[src/residue_class_cover_check_defines.svh]
// Assertion macros for the residue class cover check.
`ifndef RESIDUE_CLASS_COVER_CHECK_DEFINES_SVH
`define RESIDUE_CLASS_COVER_CHECK_DEFINES_SVH
// Implication checked on every clock edge outside reset.
`define RCC_ASSERT_IMP(lbl, clk_s, rstn_s, ante, cons, msg) \
  lbl: assert property (@(posedge clk_s) disable iff (!rstn_s) (ante) |-> (cons)) \
    else $error(msg);
// Next-cycle implication checked outside reset.
`define RCC_ASSERT_NXT(lbl, clk_s, rstn_s, ante, cons, msg) \
  lbl: assert property (@(posedge clk_s) disable iff (!rstn_s) (ante) |=> (cons)) \
    else $error(msg);
`endif

[src/rcc_pkg.sv]
// Package: types, constants and helpers of the residue class cover check.
`timescale 1ns / 1ps
package rcc_pkg;
  localparam int NUM_CLASSES_DEF = 21;
  localparam int CLASS_DEPTH_DEF = 1024;
  localparam int EXP_W = 5;

  localparam logic REQ_LOAD  = 1'b0;
  localparam logic REQ_QUERY = 1'b1;

  typedef enum logic [1:0] {
    ST_OK        = 2'd0,
    ST_FULL      = 2'd1,
    ST_ORDER     = 2'd2,
    ST_BASIC     = 2'd3
  } status_t;

  typedef struct packed {
    logic        req_type;
    logic [4:0]  class_exponent;
    logic [31:0] entry_residue;
    logic [31:0] query_value;
  } in_item_t;

  typedef struct packed {
    logic        covered;
    logic [1:0]  status;
  } out_item_t;

  // Queue entry between front and back: classified work.
  typedef struct packed {
    logic        is_query;
    logic        quick;       // result known in the front
    logic        covered;
    logic [1:0]  status;
    logic [31:0] value;       // query value, or residue to store
    logic [4:0]  exponent;    // class for a store
  } work_t;

  function automatic logic is_basic(input logic [4:0] e);
    return (e == 5'd1) || (e == 5'd2) || (e == 5'd4) || (e == 5'd6);
  endfunction
endpackage

[src/rcc_queue.sv]
// Two-entry queue of classified work between front and back.
`timescale 1ns / 1ps
module rcc_queue import rcc_pkg::*; (
  input  logic  clk,
  input  logic  rst_n,
  input  logic  push,
  input  work_t push_data,
  input  logic  pop,
  output logic  not_empty,
  output logic  full,
  output work_t head
);
  work_t      q_r [2];
  logic       rd_r, wr_r;
  logic [1:0] cnt_r;

  always_ff @(posedge clk) begin
    if (!rst_n) begin
      rd_r <= 1'b0; wr_r <= 1'b0; cnt_r <= '0;
    end else begin
      if (push) wr_r <= ~wr_r;
      if (pop)  rd_r <= ~rd_r;
      cnt_r <= cnt_r + 2'(push) - 2'(pop);
    end
    if (push) q_r[wr_r] <= push_data;
  end

  assign not_empty = cnt_r != '0;
  assign full      = cnt_r == 2'd2;
  assign head      = q_r[rd_r];
endmodule

[config.mk]
export PLATFORM = sky130hd
export DESIGN_NAME = rcc_queue
export DESIGN_NICKNAME = d
export VERILOG_FILES = /design/src/residue_class_cover_check_defines.svh /design/src/rcc_pkg.sv /design/src/rcc_queue.sv
export SDC_FILE = /design/constraint.sdc
export NUM_CORES = 1
export LEC_CHECK = 0
export BUFFER_PORTS_ARGS = -buffer_cell sky130_fd_sc_hd__buf_2
export CAP_MARGIN = 20
export CORE_MARGIN = 2
export CORE_UTILIZATION = 47
export DETAILED_ROUTE_END_ITERATION = 12
export GPL_TIMING_DRIVEN = 0
export MAX_ROUTING_LAYER = met4
export PLACE_DENSITY = 0.78
export SLEW_MARGIN = 10
export SYNTH_ARGS = -nofsm -noshare
export SYNTH_HDL_FRONTEND = slang
export SYNTH_SLANG_ARGS = --single-unit
export TNS_END_PERCENT = 20
[constraint.sdc]
create_clock -name clk -period 3 [get_ports clk]
set_input_delay 0.6 -clock clk [delete_from_list [all_inputs] [get_ports clk]]
set_output_delay 0.6 -clock clk [all_outputs]
set_load 0.01 [all_outputs]
**Yosys cells after proc, flatten, opt, wreduce, memory -nomap -nowiden**

Memory sizes are Yosys's and may differ from the RTL's. A register that Yosys moved wholly into a read port is not among the register bits.
Index checks and enable logic that the tools add are counted.

- Output and inout port bits: 44
- Memory bits (writable): 84
- Memories: 1
- Flip-flop bits (word level): 4
- Input port bits: 46

Memories:

| memory | depth | bits a word | read ports | clocked after Yosys merged registers in | wr ports | RTL line | source |
|---|---|---|---|---|---|---|---|
| q_r | 2 | 42 | 1 | 1 | 1 | rcc_queue.sv:13 | `work_t q_r [2];` |

- Reduce and logical (&&, ||, !) cells: 1
- Mux-type cells: 4
- Add/subtract/negate cells: 2
- Equality and inequality tests: 1
- Bitwise logic cells: 2

Operators with widths:

| kind | count |
|---|---|
| $mux 1 | 4 |
| $add 2x1->2 | 1 |
| $eq 2x2->1 const B | 1 |
| $not 1->1 | 2 |
| $reduce_bool 2->1 | 1 |
| $sub 2x1->2 | 1 |

**Depth between registers and ports, before layout**

Gate-level depths: netlist of the first run.

- Depth in word-level cells: 3
- Gate-level depth with buffers: 6
- Mapped depth without buffers: 6

**Worst setup path before layout of the first run**

OpenSTA, ideal clock, no wires.

- Path type: input port to flip-flop
- Start point: in push
- End point: mem q_r[0][0] in the netlist's numbering (enable)
- Buffers on the path: 0
- Path slack: 47 ps
- Stages on the path: 1
- Arrival: 2506 ps
- Path through: nor2b_1

- Longest elaborated chain between the ends: 2

RTL lines:

| what | RTL line | source |
|---|---|---|
| from (decl) | rcc_queue.sv:6 | `input logic push,` |
| $mux 1 | rcc_queue.sv:25 | `if (push) q_r[wr_r] <= push_data;` |
| $mux 1 (implied by the code) | rcc_queue.sv:25 |  |
| to (decl) | rcc_queue.sv:13 |  |

No other way between the ends.

==> metrics.cfg, run 1 <==
[yosys]
synth.avg_cell_area_sq_um = 22.8
synth_nets = 200
synth.most_common_cell = edfxtp_1
synthTopCellsByCount = edfxtp_1, mux2_4, dfxtp_1
synth_top_family_by_area = multiplexers
synth_edf_count = 84
yosysTopAreaCell = edfxtp_1
netlist_top_cells_area = edfxtp_1, mux2_4, dfxtp_1
ys_seq_elements = 89
netlist_instances = 152
synth_compound_area_share_pct = 0.217
synth_ff_type = edfxtp_1
yosysSeqAreaShare_pct = 75.7
synthMuxAreaShare_pct = 18.0
synth_cell_type_count = 14
synthDominantCellAreaShare_pct = 72.8
syn_area_sq_um = 3460
synthAdderAreaFrac_pct = 0.722
synth_xor_area_share_pct = 0.903
synth_warnings = 0
postSynth.asyncResetShare_pct = 0
synthSimpleGateAreaFrac_pct = 1.63

[cts]
ctsLongestPathBuffers = 2
cts_num_sinks = 89
insertion_delay_ps = 340
numCtsBuffers = 9
ctsResizeCount = 0
post_cts_buffers = 0
h-tree-depth = 3
hold_buffers = 0
cts_tree = built
clk_pin_slew_ps = 90
root_buffer = clkbuf_8

[drt]
wl_um = 5450
drt-initial-drc-count = 53
firstDrtPassIters = 4
drc = 0
drt-wirelength-per-cell_um = 15.3
antenna_left = 0
detail_route.vias_per_cell = 4.65
vias = 1661

[floorplan]
coreArea_sq_um = 7180
die-area_sq_um = 8070
num_rows = 31
start_util_pct = 48.3
die-height_um = 89.9
die-width_um = 89.9
io_pins = 90

[final_layout]
fin_nets = 302
syn2layout_area_growth_pct = 23.9
drive_above_1_share_pct = 60.1
diodes = 0

[worst_setup_path]
worstPathArrival_ps = 1430
r2r_end = q_r[1][15]
r2r-start = wr_r
crit_fanout = 10
reg2reg_slack_ps = 1620
slowest_stage = dfxtp_1
crit_type = reg2out
cp_num_buf_inv = 3
end_kind = output pin
crit_family = buffers and inverters
cp_slowest_stage_delay_ps = 330
reg2reg_depth = 2
crit_chain = buf_6 -> buf_12 -> mux2_4 -> buf_2
crit_required_ps = 2400
cp-start-kind = flip-flop

[global_routing]
grt_max_degree = 28
grt_antenna_before_repair = 0
grt_pass1_wl_um = 8650
grt_overflow = 0
track_usage_pct = 14.8
grt_pass1_vias = 1722

[sta]
fmax_ghz = 0.492
fin_crit_sh_pct = 67.8
setup_violations = 0
rsz0062_at_grt = no
slew_headroom_pct = 63.6
hold_viol = 0
drv_slew = 0
period_minus_slack_ps = 2030
worstMarginPinSlew_ps = 545
skew_ps = 9.29
hold_ws_ps = 441
setup_slack_ps = 966

[place]
numPortBuffers = 89
place.gp.congestion = 0.641
dp_hpwl_um = 3810
dp_worst_setup_slack_ps = 1170

[min_path]
whs_path_depth = 1
min_to = q_r[0][5]
hold_path.class = in2reg
hp-start = push_data[5]

[power]
irDropWorstVdd_mv = 0.276
p_per_area_nw_per_um2 = 622
p_leak_nw = 1.72

[status]
outcome = finished, final reports clean

[run]
max-cap-violations = 0

layout make-up:
| cell class | instances | area (sq um) |
|---|---|---|
| multi-input combinational | 56 | 752 |
| clock buffer | 10 | 128 |
| clock inverter | 5 | 81.3 |
| timing repair buffer | 91 | 485 |
| buffer | 5 | 91.3 |
| sequential | 89 | 2620 |
| fill | 532 | 2880 |
| tap | 99 | 124 |
| inverter | 2 | 7.51 |
metal layers:
layer  global-route usage (%)  wire length, um  up-vias
met3                     4.02              255        4
met2                     25.2             2880       58
met5                        -                0        -
met1                     16.2             2250      805
li1                         -                -      794
met4                     6.92               60        0
registers in the layout (all words and copies together), names as in the netlist, named ones only:
| signal | flops |
|---|---|
| rd_r | 1 |
| wr_r | 1 |
| cnt_r | 2 |
| q_r | 84 |
per-stage QoR:
| step | total power, W | setup TNS [ps] | std cells | util (%) | area [sq um] |
|---|---|---|---|---|---|
| 6_report | 0.00267 | 0 | 357 | 59.8 | 4290 |
| 4_1_cts | 0.00270 | 0 | 357 | 59.8 | 4290 |
| 5_1_grt | 0.00278 | 0 | 357 | 59.8 | 4290 |
| 2_1_floorplan | 0.00172 | 0 | 152 | - | 3460 |
| 3_3_place_gp | 0.00184 | -48310 | 340 | 56.2 | 4030 |
| 3_5_place_dp | 0.00186 | 0 | 342 | 56.9 | 4080 |
cells in the final DEF, fill, tap and decap left out, types with 2 or more instances in the layout:
cell type and n:
bufinv_16 2, ha_1 2, inv_1 2, edfxtp_1 84, dfxtp_1 5, nor2b_1 3
clkbuf_8 9, buf_2 89, mux2_2 2, and2_1 3, buf_12 6, mux2_4 40
where the power goes:
group | internal [W] | switching [W] | leakage (nW)
combinational | 0.000208 | 0.000159 | 0.791
clock | 0.000465 | 0.000383 | 0.102
sequential | 0.00143 | 0.0000215 | 0.830
worst max path at each step:
stage | end | slack [ps] | cells past startpoint
final | head[10] | 970 | 4
after global routing | head[34] | 870 | 4
after CTS | head[40] | 930 | 4
after detailed placement | q_r[0][15] | 1170 | 3
after global placement | q_r[0][15] | -1130 | 2
after floorplan | q_r[0][0] | 50 | 1
worst register-to-register path, delay by kind of cell (launching register included):
kind	cells	cell delay (ps)
simple gates	1	440
buf+inv	1	250
flops	1	380
cells by family after synthesis:
kind of cell / after synthesis
DFF: 89
muxes: 42
and+or+nand+nor: 9
buffers and inverters: 7
xor gates and xnor gates: 2
adders and majority gates: 2
AOI/OAI and AO/OA: 1
Power figures use the tool's default switching activity.
==> run 2: changes to the inputs <==
CORE_UTILIZATION = 52   (was 47)
PLACE_DENSITY = 0.82   (was 0.78)
clock period = 2 ns   (was 3 ns; I/O delays follow)
==> run 2 against run 1 <==
  * Clock power up 80%
  * Setup slack worse by 780 ps
  * Global-route usage up 1.1 points
  * Wire length up 1.2%
  * Power up 60%
  * Combinational power up 50%
  * Largest cell class unchanged
  * Critical path depth unchanged
  * Die area down 9.2%
  * Non-clock buffer count unchanged
  * Flip-flop and latch count unchanged
  * Sequential share of layout area down 0.32 points
  * Register-to-register slack worse by 1100 ps
==> metrics.cfg, run 2 (synthesis results as in run 1) <==
[worst_setup_path]
crit_type = reg2out
cp_num_buf_inv = 3  ; unchanged
cp_slowest_stage_delay_ps = 330  ; about the same
crit_chain = buf_6 -> buf_12 -> mux2_4 -> buf_2
r2r-start = wr_r
crit_fanout = 10  ; unchanged
worstPathArrival_ps = 1420  ; about the same
crit_required_ps = 1600  ; -800 ps
end_kind = output pin
reg2reg_slack_ps = 560  ; -1060 ps
crit_family = buffers and inverters
cp-start-kind = flip-flop
slowest_stage = dfxtp_1

[floorplan]
die-height_um = 85.6  ; -4.7%
io_pins = 90  ; unchanged
die-area_sq_um = 7330  ; -9.2%
start_util_pct = 54.3  ; +6.0 points
die-width_um = 85.6  ; -4.7%
coreArea_sq_um = 6390  ; -11%
num_rows = 29  ; -6.5%

[final_layout]
largest_reg_flops = 84  ; unchanged
largest-register = q_r
fin_nets = 302  ; unchanged
nFillCells = 428  ; -20%
final_cell_mix = buf_2, edfxtp_1, mux2_4
layout_commonest_cell = buf_2
biggestRegsByFlops = q_r: 84 flops, cnt_r: 2 flops
syn2layout_area_growth_pct = 24.5
diodes = 0  ; unchanged
drive_above_1_share_pct = 59.8  ; -0.23 points
fin_area_sq_um = 4310  ; +0.52%

[place]
dpl-instance-area_sq_um = 4060  ; -0.67%
place.gp.congestion = 0.720  ; +12%
dp_hpwl_um = 3950  ; +3.5%
numPortBuffers = 89  ; unchanged

[drt]
antenna_left = 0  ; unchanged
detail_route.vias_per_cell = 4.95  ; +6.4%
vias = 1663  ; +0.12%
top_layer = met4
wl_met3_um = 228  ; -11%
met1_length_um = 2180  ; -3.1%
drc = 0  ; unchanged
wl_um = 5510  ; +1.2%
firstDrtPassIters = 6  ; +2
wl_met2_um = 3010  ; +4.3%
drt-initial-drc-count = 99  ; +87%
drt-wirelength-per-cell_um = 16.4  ; +7.5%

[global_routing]
grt_pass1_wl_um = 8350  ; -3.4%
grt_antenna_before_repair = 0  ; unchanged
grt_max_degree = 27  ; -3.6%
track_usage_pct = 15.9  ; +1.1 points
grt_overflow = 0  ; unchanged
grt_pass1_vias = 1772  ; +2.9%

[sta]
slew_headroom_pct = 62.1  ; -1.5 points
setup_violations = 0  ; unchanged
hold_ws_ps = 250  ; -191 ps
fin_crit_sh_pct = 90.9
rsz0062_at_grt = no
tns_ps = 0  ; unchanged
fmax_ghz = 0.550
skew_ps = 11.0  ; +1.70 ps
hold_viol = 0  ; unchanged
period_minus_slack_ps = 1820
drv_slew = 0  ; unchanged
worstMarginPinSlew_ps = 567  ; +22.5 ps

[min_path]
hp-start = push_data[11]
hold_path.class = in2reg

[cts]
h-tree-depth = 3  ; unchanged
hold_buffers = 0  ; unchanged
ctsResizeCount = 0  ; unchanged
clk_pin_slew_ps = 90  ; about the same
root_buffer = clkbuf_8
insertion_delay_ps = 330  ; about the same
ctsLongestPathBuffers = 2  ; unchanged
post_cts_buffers = 0  ; unchanged
numCtsBuffers = 9  ; unchanged
cts_num_sinks = 89  ; unchanged
cts_tree = built

[power]
total_power_w = 0.00426  ; +60%
p_leak_nw = 1.75  ; +1.2%
p_per_area_nw_per_um2 = 988  ; +59%
irDropWorstVdd_mv = 0.589  ; +110%

[run]
max-cap-violations = 0  ; unchanged

[status]
outcome = finished, final reports clean

-- run 2: per-layer routing --
metal | track usage [%] | vias up
li1 | - | 793
met1 | 16.7 | 816
met2 | 28.1 | 45
met3 | 3.66 | 9
met4 | 7.50 | 0
met5 | - | -
-- run 2: where the power goes --
group	internal (W)	switching [W]
Clock	0.000958	0.000572
Sequential	0.00215	0.0000332
Combinational	0.000312	0.000239
-- run 2: path summary, 6_finish.rpt --
path / cells after the start / end
worst max-delay path: 4 / head[39]
worst min-delay path: 1 / q_r[0][11]
worst min register to register: 2 / flip-flop
worst max register to register: 2 / q_r[1][19]
-- run 2: cell type report --
type	count	area (sq um)	share of cell area, %
Sequential cell	89	2620	60.8
Multi-Input combinational cell	56	752	17.4
Timing Repair Buffer	91	485	11.3
Clock buffer	11	131	3.05
Clock inverter	5	128	2.96
Tap cell	77	96.3	2.23
Buffer	5	91.3	2.12
Inverter	2	7.51	0.174
-- run 2: through the flow --
stage / utilization [%] / cells / setup WS, ps
after global routing: 67.6 / 336 / 126
after detailed placement: 63.5 / 320 / 366
after CTS: 67.6 / 336 / 152
after floorplan: - / 152 / 42.4
final: 67.6 / 336 / 183
after global placement: 62.8 / 318 / -647
