===== src/residue_class_cover_check_defines.svh =====
// Assertion macros for the residue class cover check.
`ifndef RESIDUE_CLASS_COVER_CHECK_DEFINES_SVH
`define RESIDUE_CLASS_COVER_CHECK_DEFINES_SVH
// Implication checked on every clock edge outside reset.
`define RCC_ASSERT_IMP(lbl, clk_s, rstn_s, ante, cons, msg) \
  lbl: assert property (@(posedge clk_s) disable iff (!rstn_s) (ante) |-> (cons)) \
    else $error(msg);
// Next-cycle implication checked outside reset.
`define RCC_ASSERT_NXT(lbl, clk_s, rstn_s, ante, cons, msg) \
  lbl: assert property (@(posedge clk_s) disable iff (!rstn_s) (ante) |=> (cons)) \
    else $error(msg);
`endif


===== src/rcc_pkg.sv =====
// Package: types, constants and helpers of the residue class cover check.
`timescale 1ns / 1ps
package rcc_pkg;
  localparam int NUM_CLASSES_DEF = 21;
  localparam int CLASS_DEPTH_DEF = 1024;
  localparam int EXP_W = 5;

  localparam logic REQ_LOAD  = 1'b0;
  localparam logic REQ_QUERY = 1'b1;

  typedef enum logic [1:0] {
    ST_OK        = 2'd0,
    ST_FULL      = 2'd1,
    ST_ORDER     = 2'd2,
    ST_BASIC     = 2'd3
  } status_t;

  typedef struct packed {
    logic        req_type;
    logic [4:0]  class_exponent;
    logic [31:0] entry_residue;
    logic [31:0] query_value;
  } in_item_t;

  typedef struct packed {
    logic        covered;
    logic [1:0]  status;
  } out_item_t;

  // Queue entry between front and back: classified work.
  typedef struct packed {
    logic        is_query;
    logic        quick;       // result known in the front
    logic        covered;
    logic [1:0]  status;
    logic [31:0] value;       // query value, or residue to store
    logic [4:0]  exponent;    // class for a store
  } work_t;

  function automatic logic is_basic(input logic [4:0] e);
    return (e == 5'd1) || (e == 5'd2) || (e == 5'd4) || (e == 5'd6);
  endfunction
endpackage


===== src/rcc_front.sv =====
// Front: classifies items and does the load checks.
`timescale 1ns / 1ps
module rcc_front import rcc_pkg::*; #(
  parameter int NUM_CLASSES = NUM_CLASSES_DEF,
  parameter int CLASS_DEPTH = CLASS_DEPTH_DEF
) (
  input  logic     clk,
  input  logic     rst_n,
  input  logic     take,
  input  in_item_t item,
  output work_t    work
);
  localparam int CNT_W = $clog2(CLASS_DEPTH + 1);

  logic [CNT_W-1:0] cnt_r [NUM_CLASSES];
  logic [31:0]      last_r [NUM_CLASSES];
  logic             in_range;
  logic [CNT_W-1:0] cnt_sel;
  logic [31:0]      last_sel;
  logic             do_store;

  assign in_range = int'(item.class_exponent) < NUM_CLASSES;

  // Per-class count and last residue lookup
  always_comb begin
    cnt_sel  = '0;
    last_sel = '0;
    for (int c = 0; c < NUM_CLASSES; c++) begin
      if (item.class_exponent == EXP_W'(c)) begin
        cnt_sel  = cnt_r[c];
        last_sel = last_r[c];
      end
    end
  end

  // Classification; queries always go to the back for the class walk
  always_comb begin
    work          = '0;
    work.value    = item.req_type ? item.query_value : item.entry_residue;
    work.exponent = item.class_exponent;
    do_store      = 1'b0;
    if (item.req_type == REQ_QUERY) begin
      work.is_query = 1'b1;
      work.quick    = 1'b0;
      work.covered  = 1'b0;
      work.status   = ST_OK;
    end else begin
      work.quick = 1'b1;
      if (is_basic(item.class_exponent))                 work.status = ST_BASIC;
      else if (!in_range)                                 work.status = ST_FULL;
      else if (cnt_sel >= CNT_W'(CLASS_DEPTH))            work.status = ST_FULL;
      else if (cnt_sel != '0 && item.entry_residue < last_sel)
                                                          work.status = ST_ORDER;
      else begin
        work.status = ST_OK;
        do_store    = 1'b1;
      end
    end
  end

  // Class bookkeeping
  always_ff @(posedge clk) begin
    if (!rst_n) begin
      for (int c = 0; c < NUM_CLASSES; c++) begin
        cnt_r[c]  <= '0;
        last_r[c] <= '0;
      end
    end else if (take && do_store) begin
      for (int c = 0; c < NUM_CLASSES; c++) begin
        if (item.class_exponent == EXP_W'(c)) begin
          cnt_r[c]  <= cnt_sel + CNT_W'(1);
          last_r[c] <= item.entry_residue;
        end
      end
    end
  end
endmodule


===== config.mk =====
export PLATFORM = sky130hd
export DESIGN_NAME = rcc_front
export DESIGN_NICKNAME = d
export VERILOG_FILES = /design/src/residue_class_cover_check_defines.svh /design/src/rcc_pkg.sv /design/src/rcc_front.sv
export SDC_FILE = /design/constraint.sdc
export NUM_CORES = 1
export LEC_CHECK = 0
export ABC_AREA = 1
export BUFFER_PORTS_ARGS = -buffer_cell sky130_fd_sc_hd__buf_2
export CORE_MARGIN = 4
export CORE_UTILIZATION = 60
export DETAILED_ROUTE_END_ITERATION = 6
export PLACE_DENSITY_LB_ADDON = 0.05
export SYNTH_ARGS = -nofsm -noshare
export SYNTH_HDL_FRONTEND = slang
export SYNTH_SLANG_ARGS = --single-unit

===== constraint.sdc =====
create_clock -name clk -period 8.1 [get_ports clk]
set_input_delay 1.62 -clock clk [delete_from_list [all_inputs] [get_ports clk]]
set_output_delay 1.62 -clock clk [all_outputs]
set_load 0.005 [all_outputs]

== Yosys cells after proc, flatten, opt, wreduce, memory -nomap -nowiden ==
Memory sizes are Yosys's and may differ from the RTL's.
Cells that the tools add are included.

* Equality and inequality tests: 20
* Add/sub/neg operators: 1
* Bitwise operators: 42
* Mux-type cells: 182
* Reductions and logical operators: 7
* Order comparisons: 3

{| class="wikitable"
|+ Operators by type and width
! cell !! count
|-
| 2-to-1 mux 32 bit || 43
|-
| 2-to-1 mux 11 bit || 42
|-
| 2-to-1 mux 1 bit || 92
|-
| bitwise OR 1 bit || 42
|-
| equality test 5 x 4 -> 1 bit, second input constant || 8
|-
| < comparator 32 bit || 1
|-
| equality test 5 bit, second input constant || 5
|-
| equality test 5 x 3 -> 1 bit, second input constant || 4
|-
| adder 11 x 1 -> 11 bit, second input constant || 1
|-
| greater-or-equal comparator 11 bit, second input constant || 1
|-
| nonzero test 11 bit || 1
|-
| equality test 5 x 2 -> 1 bit, second input constant || 2
|-
| 2-to-1 mux 2 bit || 5
|-
| equality test 5 x 1 -> 1 bit, second input constant || 1
|-
| logical NOT 5 bit || 1
|-
| < comparator 5 bit, second input constant || 1
|-
| logical OR 1 bit || 3
|-
| logical AND 1 bit || 2
|}

* RAM bits: 903
* Bits of input ports: 73
* Word-level logic and storage cells: 257
* Flip-flop bits (word level): 0
* Memories kept: 2

{| class="wikitable"
|+ Memory list
! memory !! depth !! bits a word !! read ports !! clocked after memory_dff !! write ports !! line !! source
|-
| last_r || 21 || 32 || 21 || 0 || 21 || rcc_front.sv:16 || <nowiki>logic [31:0] last_r [NUM_CLASSES];</nowiki>
|-
| cnt_r || 21 || 11 || 21 || 0 || 21 || rcc_front.sv:15 || <nowiki>logic [CNT_W-1:0] cnt_r [NUM_CLASSES];</nowiki>
|}

== Logic depth before layout (Yosys ltp) ==
Gate-level depths: netlist of run 1.

* Depth in word-level cells: 34
* Gate-level depth with buffers: 36
* Mapped depth without buffers: 32

== Worst setup path after synthesis of run 1 ==
OpenSTA, ideal clock, no wires.

* Path type: input-to-reg
* Start point: input item[65] in the netlist's numbering
* End point: memory cnt_r[0][55] in the netlist's numbering, enable pin
* Required time: 7.699 ns
* Slack: 1.521 ns
* Buffers on the path: 5
* Setup time: 0.401 ns
* Stages: 28
* Arrival time: 6.178 ns
* Cell sequence: nand2_1 -> nor2_1 -> nand2_1 -> inv_1 -> clkbuf_1 -> buf_1 -> clkbuf_1 -> nand2_1 -> nand4_1 -> a21oi_1 -> nand4_1 -> o21ai_0 -> nand4_1 -> nor2_1 -> o211ai_1 -> o21ai_0 -> a41oi_1 -> a21oi_1 -> ha_1 -> nand4_1 -> o221a_2 -> nand2_1 -> nand2_1 -> nand2_4 -> buf_6 -> nand3_4 -> buf_2 -> nand2_1

{| class="wikitable"
|+ RTL lines
! what !! line !! source
|-
| start, declared || rcc_front.sv:10 || <nowiki>input in_item_t item,</nowiki>
|-
| end, declared || rcc_front.sv:15 ||
|}

==> results of run 1 <==
-- layout make-up --
| type | instances | area, sq um | share of cell area, % |
|---|---|---|---|
| clock buffer | 111 | 2440 | 5.62 |
| antenna | 4 | 10.0 | 0.0231 |
| multi-input combinational | 2302 | 10400 | 23.9 |
| sequential | 903 | 27100 | 62.5 |
| tap | 846 | 1060 | 2.44 |
| timing repair buffer | 196 | 1440 | 3.32 |
| inverter | 134 | 503 | 1.16 |
| clock inverter | 51 | 473 | 1.09 |
-- worst max-delay path by stage --
| stage | startpoint | end | slack, ns | cells past startpoint |
|---|---|---|---|---|
| 5_1_grt | item[67] | work[38] | 0.0009 | 28 |
| 3_5_place_dp | item[65] | work[38] | 0.36 | 28 |
| 2_1_floorplan | item[65] | cnt_r[0][55] | 1.52 | 28 |
| 3_3_place_gp | item[65] | work[38] | 0.41 | 28 |
| 6_report | item[67] | work[38] | 0.34 | 30 |
| 4_1_cts | item[65] | work[38] | 0.36 | 28 |
-- power groups by stage --
stage,logic (mW),registers (mW),clock network (mW)
final,0.659,5.44,4.16
after global routing,0.723,5.46,4.39
after CTS,0.653,5.44,4.19
after detailed placement,0.650,5.54,0
after global placement,0.637,5.53,0
after floorplan,0.380,5.53,0
-- through the flow --
step	worst slack, ns	hold slack (ns)	cell area [sq um]
6_report	0.342	0.938	43400
5_1_grt	0.000938	0.981	43400
4_1_cts	0.361	0.940	43400
3_5_place_dp	0.359	0.930	40500
3_3_place_gp	0.407	0.873	40500
2_1_floorplan	1.52	0.792	38800
-- sequential cells by signal, indices dropped and copies added (netlist names) --
register	flops
cnt_r	231
last_r	672
-- Yosys cell counts, drive strengths merged --
master	instances
a22o	12
buf	65
nor4	1
ha	33
o221a	1
nor2	723
clkinv	6
conb	1
o21ai	73
o2111ai	10
or2	16
edfxtp	903
o211ai	4
a31oi	1
clkbuf	146
nand3b	1
nand3	92
o21a	2
inv	128
a21boi	4
nand2	829
nand4	141
a221o	3
a211oi	11
a21oi	126
a211o	1
o22ai	12
a221oi	19
o32ai	1
nor3	7
a41oi	5
-- worst register-to-register path: cells and delay by family (launching register included) --
kind | cells | cell delay (ns)
simple gates | 14 | 2.18
compound gates | 9 | 1.71
flops | 1 | 0.35
buf+inv | 2 | 0.32
fa+ha+maj | 1 | 0.21
-- routing by layer --
layer / global-route usage [%] / up-vias / part of all wire, %
met3: 5.02 / 183 / 8.6
met4: 8.93 / 0 / 2.7
met2: 46.9 / 1195 / 47
met5: 0 / - / 0
li1: - / 12000 / -
met1: 40.1 / 12700 / 41
-- kinds of logic (layout without fill, tap and decap cells) --
| group | after synthesis | after routing |
|---|---|---|
| adders and majority gates | 33 | 33 |
| DFF | 903 | 903 |
| buffers and inverters | 345 | 492 |
| AOI/OAI and AO/OA | 285 | 285 |
| other | 1 | 177 |
| and+or+nand+nor | 1810 | 1811 |
-- timing repair --
item / 4_1_cts / 5_1_grt
hold buffers: 0 / 0
endpoints found under the setup margin: 0 / 1
resized for setup: 0 / 3
==> flow_metrics.env, run 1 <==
export IMPL_outcome="finished clean"
export IMPL_postCtsSetupBuffers=0
export IMPL_ys_ff_latch=903
export IMPL_crit_type="input pin to output port"
export IMPL_clk_pin_slew_ns=0.06
export IMPL_antenna_found_initial=2
export IMPL_start_util_pct=60.6
export IMPL_cp_num_buf_inv=5
export IMPL_switching_share_pct=22.4
export IMPL_grt_pass1_vias=25600
export IMPL_grt_max_degree=64
export IMPL_ios=115
export IMPL_fin_crit_ns=7.76
export IMPL_synth_warnings=0
export IMPL_drc_errors=0
export IMPL_synth_top_family_by_area="simple AND/OR/NAND/NOR gates"
export IMPL_reg2reg_slack_ns=2.98
export IMPL_mostFrequentLayoutCell="edfxtp_1"
export IMPL_ir_drop_v=0.000219
export IMPL_n_fill_cell=4600
export IMPL_hold_depth=3
export IMPL_hp_start="cnt_r[2][44]"
export IMPL_synth_xor_area_share_pct=0
export IMPL_gp_congestion=0.892
export IMPL_slowest_delay_ns=0.35
export IMPL_yosys_area_top_type="edfxtp_1"
export IMPL_finalSetupViolCount=0
export IMPL_clk_latency_ns=0.64
export IMPL_drt_iter0_drc=2703
export IMPL_clock_path_buffers=3
export IMPL_reg2reg_to="last_r[0][244]"
export IMPL_synth_top_area_share_pct=71.1
export IMPL_cts_sinks=903
export IMPL_cts_tree="yes"
export IMPL_power_frac_comb_pct=6.4
export IMPL_worst_setup_path_end_kind="output port"
export IMPL_fp_coreArea_sq_mm=0.0630
export IMPL_drv_cap=0
export IMPL_fin_crit_sh_pct=95.8
export IMPL_pwr_share_seq_pct=53.0
export IMPL_die_x_microns=260
export IMPL_die_h_microns=260
export IMPL_crit_family="compound AO/OA/AOI/OAI gates"
export IMPL_routed_wirelength_microns=96900
export IMPL_mostFrequentLayoutCells="edfxtp_1, nand2_1, nor2_1, conb_1, nand4_1"
export IMPL_startpoint_type="input pin"
export IMPL_fin_nets=3735
export IMPL_intPower_mw=7.96
export IMPL_slew_viol_final=0
export IMPL_drive_gt1_share_pct=10.8
export IMPL_max_clock_freq_mhz=129
export IMPL_r2r_start="last_r[0][31]"
export IMPL_syn_inst=3377
export IMPL_power_density_mw_per_mm2=236
export IMPL_final_antenna_net_count=0
export IMPL_rsz0062_at_grt="false"
export IMPL_skew_ns=0.0319
export IMPL_grt_ovfl_total=0
export IMPL_htreeDepth=3
export IMPL_finalHoldViolCount=0
export IMPL_synth_cell_type_count=45
export IMPL_hp_class="register to register"
export IMPL_grt_pass1_wl_microns=148000
export IMPL_setup_tns_ns=0
export IMPL_numCtsBuffers=92
export IMPL_rr_worst_depth=26
export IMPL_crit_top_cell="nand2_1"
export IMPL_synth_area_top_cells="edfxtp_1, nand2_1, nor2_1"
export IMPL_post_route_util_pct=68.9
export IMPL_viasPerCell=5.73
export IMPL_num_rows=92
export IMPL_cp_slowest_cell="a221oi_1"
export IMPL_worst_path_max_fanout=17
export IMPL_track_usage_pct=28.7
export IMPL_synth_yosys_seq_area_share_pct=71.1
export IMPL_synth_simple_area_share_pct=19.5
export IMPL_p_leak_nw=16.5
export IMPL_syn_area_sq_mm=0.0382
export IMPL_cp_arrival_ns=6.14
export IMPL_dr_pass1_iters=5
export IMPL_area_growth_pct=13.7
export IMPL_synth_compound_area_share_pct=4.46
export IMPL_muxShareOfSynthArea_pct=0
export IMPL_worst_pin_slew_ns=1.21
export IMPL_slew_headroom_pct=19.5
export IMPL_hold_end="cnt_r[2][33]"
export IMPL_dieArea_sq_mm=0.0677
export IMPL_clockPowerShare_pct=40.5
export IMPL_route_vias_total=26100
export IMPL_wire_per_inst_microns=21.3
export IMPL_required_ns=6.48
export IMPL_avgSynthCellArea_sq_um=11.3
export IMPL_synthAdderAreaFrac_pct=1.08
export IMPL_power_switching_mw=2.30
export IMPL_dpl_hpwl_microns=62300
export IMPL_stdcell_count=4547
export IMPL_place_inst=4380
export IMPL_io_buffers=113
export IMPL_root_buffer="clkbuf_16"
export IMPL_finalPower_mw=10.3
No activity file was read; power rests on OpenSTA's default activity.
==> run 2, diff against run 1 <==
Settings changed: RECOVER_POWER set to 100.
==> run 2 against run 1 <==
Cell count unchanged; the run now ends with DRC, capacitance limit, slew limit left; global-route usage unchanged; via count about the same; clock skew about the same; largest power group unchanged; clock power about the same; fmax decreased by 0.22%.
==> flow_metrics.env, run 2 (synthesis gave the netlist of run 1 again) <==
export IMPL_cts_tree="yes"
export IMPL_final_area_sq_mm=0.0434
export IMPL_power_frac_comb_pct=6.4
export IMPL_hold_ws_ns=0.948
export IMPL_grt_ovfl_total=0
export IMPL_drv_cap=3
export IMPL_largest_register="last_r"
export IMPL_worst_path_max_fanout=17
export IMPL_hp_class="register to register"
export IMPL_dr_pass1_iters=7
export IMPL_drc_errors=3
export IMPL_mostFrequentLayoutCells="edfxtp_1, nand2_1, nor2_1, conb_1, nand4_1"
export IMPL_n_fill_cell=4610
export IMPL_outcome="finished, violations left"
export IMPL_rsz0062_at_grt="false"
export IMPL_slew_headroom_pct=-194
export IMPL_route_vias_total=26100
export IMPL_finalSetupViolCount=0
export IMPL_finalPower_mw=10.3
export IMPL_dieArea_sq_mm=0.0677
export IMPL_power_switching_mw=2.30
export IMPL_num_rows=92
export IMPL_slew_viol_final=124
export IMPL_slowest_delay_ns=0.37
export IMPL_largest_reg_flops=672
export IMPL_grt_pass1_wl_microns=148000
export IMPL_pre_cts_ws_ns=0.359
export IMPL_skew_ns=0.0320
export IMPL_placed_cell_area_sq_mm=0.0405
export IMPL_worst_setup_path_end_kind="output port"
export IMPL_setup_tns_ns=0
export IMPL_fin_crit_ns=7.77
export IMPL_numCtsBuffers=92
export IMPL_ir_drop_v=0.000219
export IMPL_crit_family="compound AO/OA/AOI/OAI gates"
export IMPL_cp_arrival_ns=6.15
export IMPL_area_growth_pct=13.6
export IMPL_mostFrequentLayoutCell="edfxtp_1"
export IMPL_pwr_share_seq_pct=53.0
export IMPL_root_buffer="clkbuf_16"
export IMPL_crit_top_cell="nand2_1"
export IMPL_drive_gt1_share_pct=10.1
export IMPL_clk_pin_slew_ns=0.06
export IMPL_track_usage_pct=28.7
export IMPL_fin_crit_sh_pct=96.0
export IMPL_largest_registers="last_r: 672 flops, cnt_r: 231 flops"
export IMPL_clockPowerShare_pct=40.5
export IMPL_fp_coreArea_sq_mm=0.0630
export IMPL_die_h_microns=260
export IMPL_finalHoldViolCount=0
export IMPL_ios=115
export IMPL_ctsResizeCount=0
export IMPL_grt_max_degree=64
export IMPL_power_density_mw_per_mm2=237
export IMPL_fin_nets=3735
export IMPL_cp_num_buf_inv=5
export IMPL_required_ns=6.48
export IMPL_antenna_found_initial=2
export IMPL_die_x_microns=260
export IMPL_place_inst=4380
export IMPL_start_util_pct=60.6
export IMPL_post_route_util_pct=68.9
export IMPL_cp_slowest_cell="a221oi_1"
export IMPL_crit_type="input pin to output port"
export IMPL_worst_pin_slew_ns=4.42
export IMPL_intPower_mw=7.97
export IMPL_switching_share_pct=22.4
export IMPL_final_antenna_net_count=0
export IMPL_clk_latency_ns=0.65
export IMPL_gp_congestion=0.892
export IMPL_max_clock_freq_mhz=129
export IMPL_postCtsSetupBuffers=0
export IMPL_p_leak_nw=16.4
export IMPL_violations="DRC, capacitance limit, slew limit"
export IMPL_wire_per_inst_microns=21.3
export IMPL_hold_buffers=0
export IMPL_clock_path_buffers=3
export IMPL_startpoint_type="input pin"
export IMPL_viasPerCell=5.74
export IMPL_dpl_hpwl_microns=62300
export IMPL_htreeDepth=3
export IMPL_io_buffers=113
export IMPL_setup_ws_ns=0.325
export IMPL_drt_iter0_drc=2825
export IMPL_routed_wirelength_microns=97000
export IMPL_stdcell_count=4547
export IMPL_cts_sinks=903
export IMPL_grt_pass1_vias=25600
run 2: cell type report:
type                       instances  area [sq um]  share of cell area [%]
clock buffer                     111          2440                    5.62
antenna                            4          10.0                  0.0231
timing repair buffer             196          1400                    3.23
inverter                         134           503                    1.16
clock inverter                    51           473                    1.09
multi-input combinational       2302         10400                    23.9
tap                              846          1060                    2.44
sequential                       903         27100                    62.5
run 2: tightest hold or removal path, stage by stage, from the launching register on:
cell,delay (ns)
edfxtp_1,0.33
nand2_1,0.05
nand4_1,0.24
nor2_1,0.14
run 2: layer usage:
layer  GRT usage (%)  wire, microns  up-vias
met4            8.93           2600        0
met1            40.1          39500    12700
met3            5.02           9180      173
li1                -              -    12000
met5               0              0        -
met2            46.9          45800     1259
run 2: path summary, 6_finish.rpt:
kind | to | slack (ns) | start | cells after the start
worst max-delay path | work[38] | 0.33 | item[67] | 30
worst min-delay path | cnt_r[2][22] | 0.95 | cnt_r[2][44] | 3
worst max register to register | last_r[0][170] | 2.46 | cnt_r[0][32] | 18
worst min register to register | cnt_r[2][22] | 0.95 | cnt_r[2][44] | 3
run 2: power by group through the flow:
stage | combinational [mW] | sequential (mW) | clock (mW)
detailed placement | 0.650 | 5.54 | 0
floorplan | 0.380 | 5.53 | 0
finish | 0.659 | 5.45 | 4.16
CTS | 0.653 | 5.44 | 4.19
global route | 0.722 | 5.46 | 4.39
global placement | 0.637 | 5.53 | 0
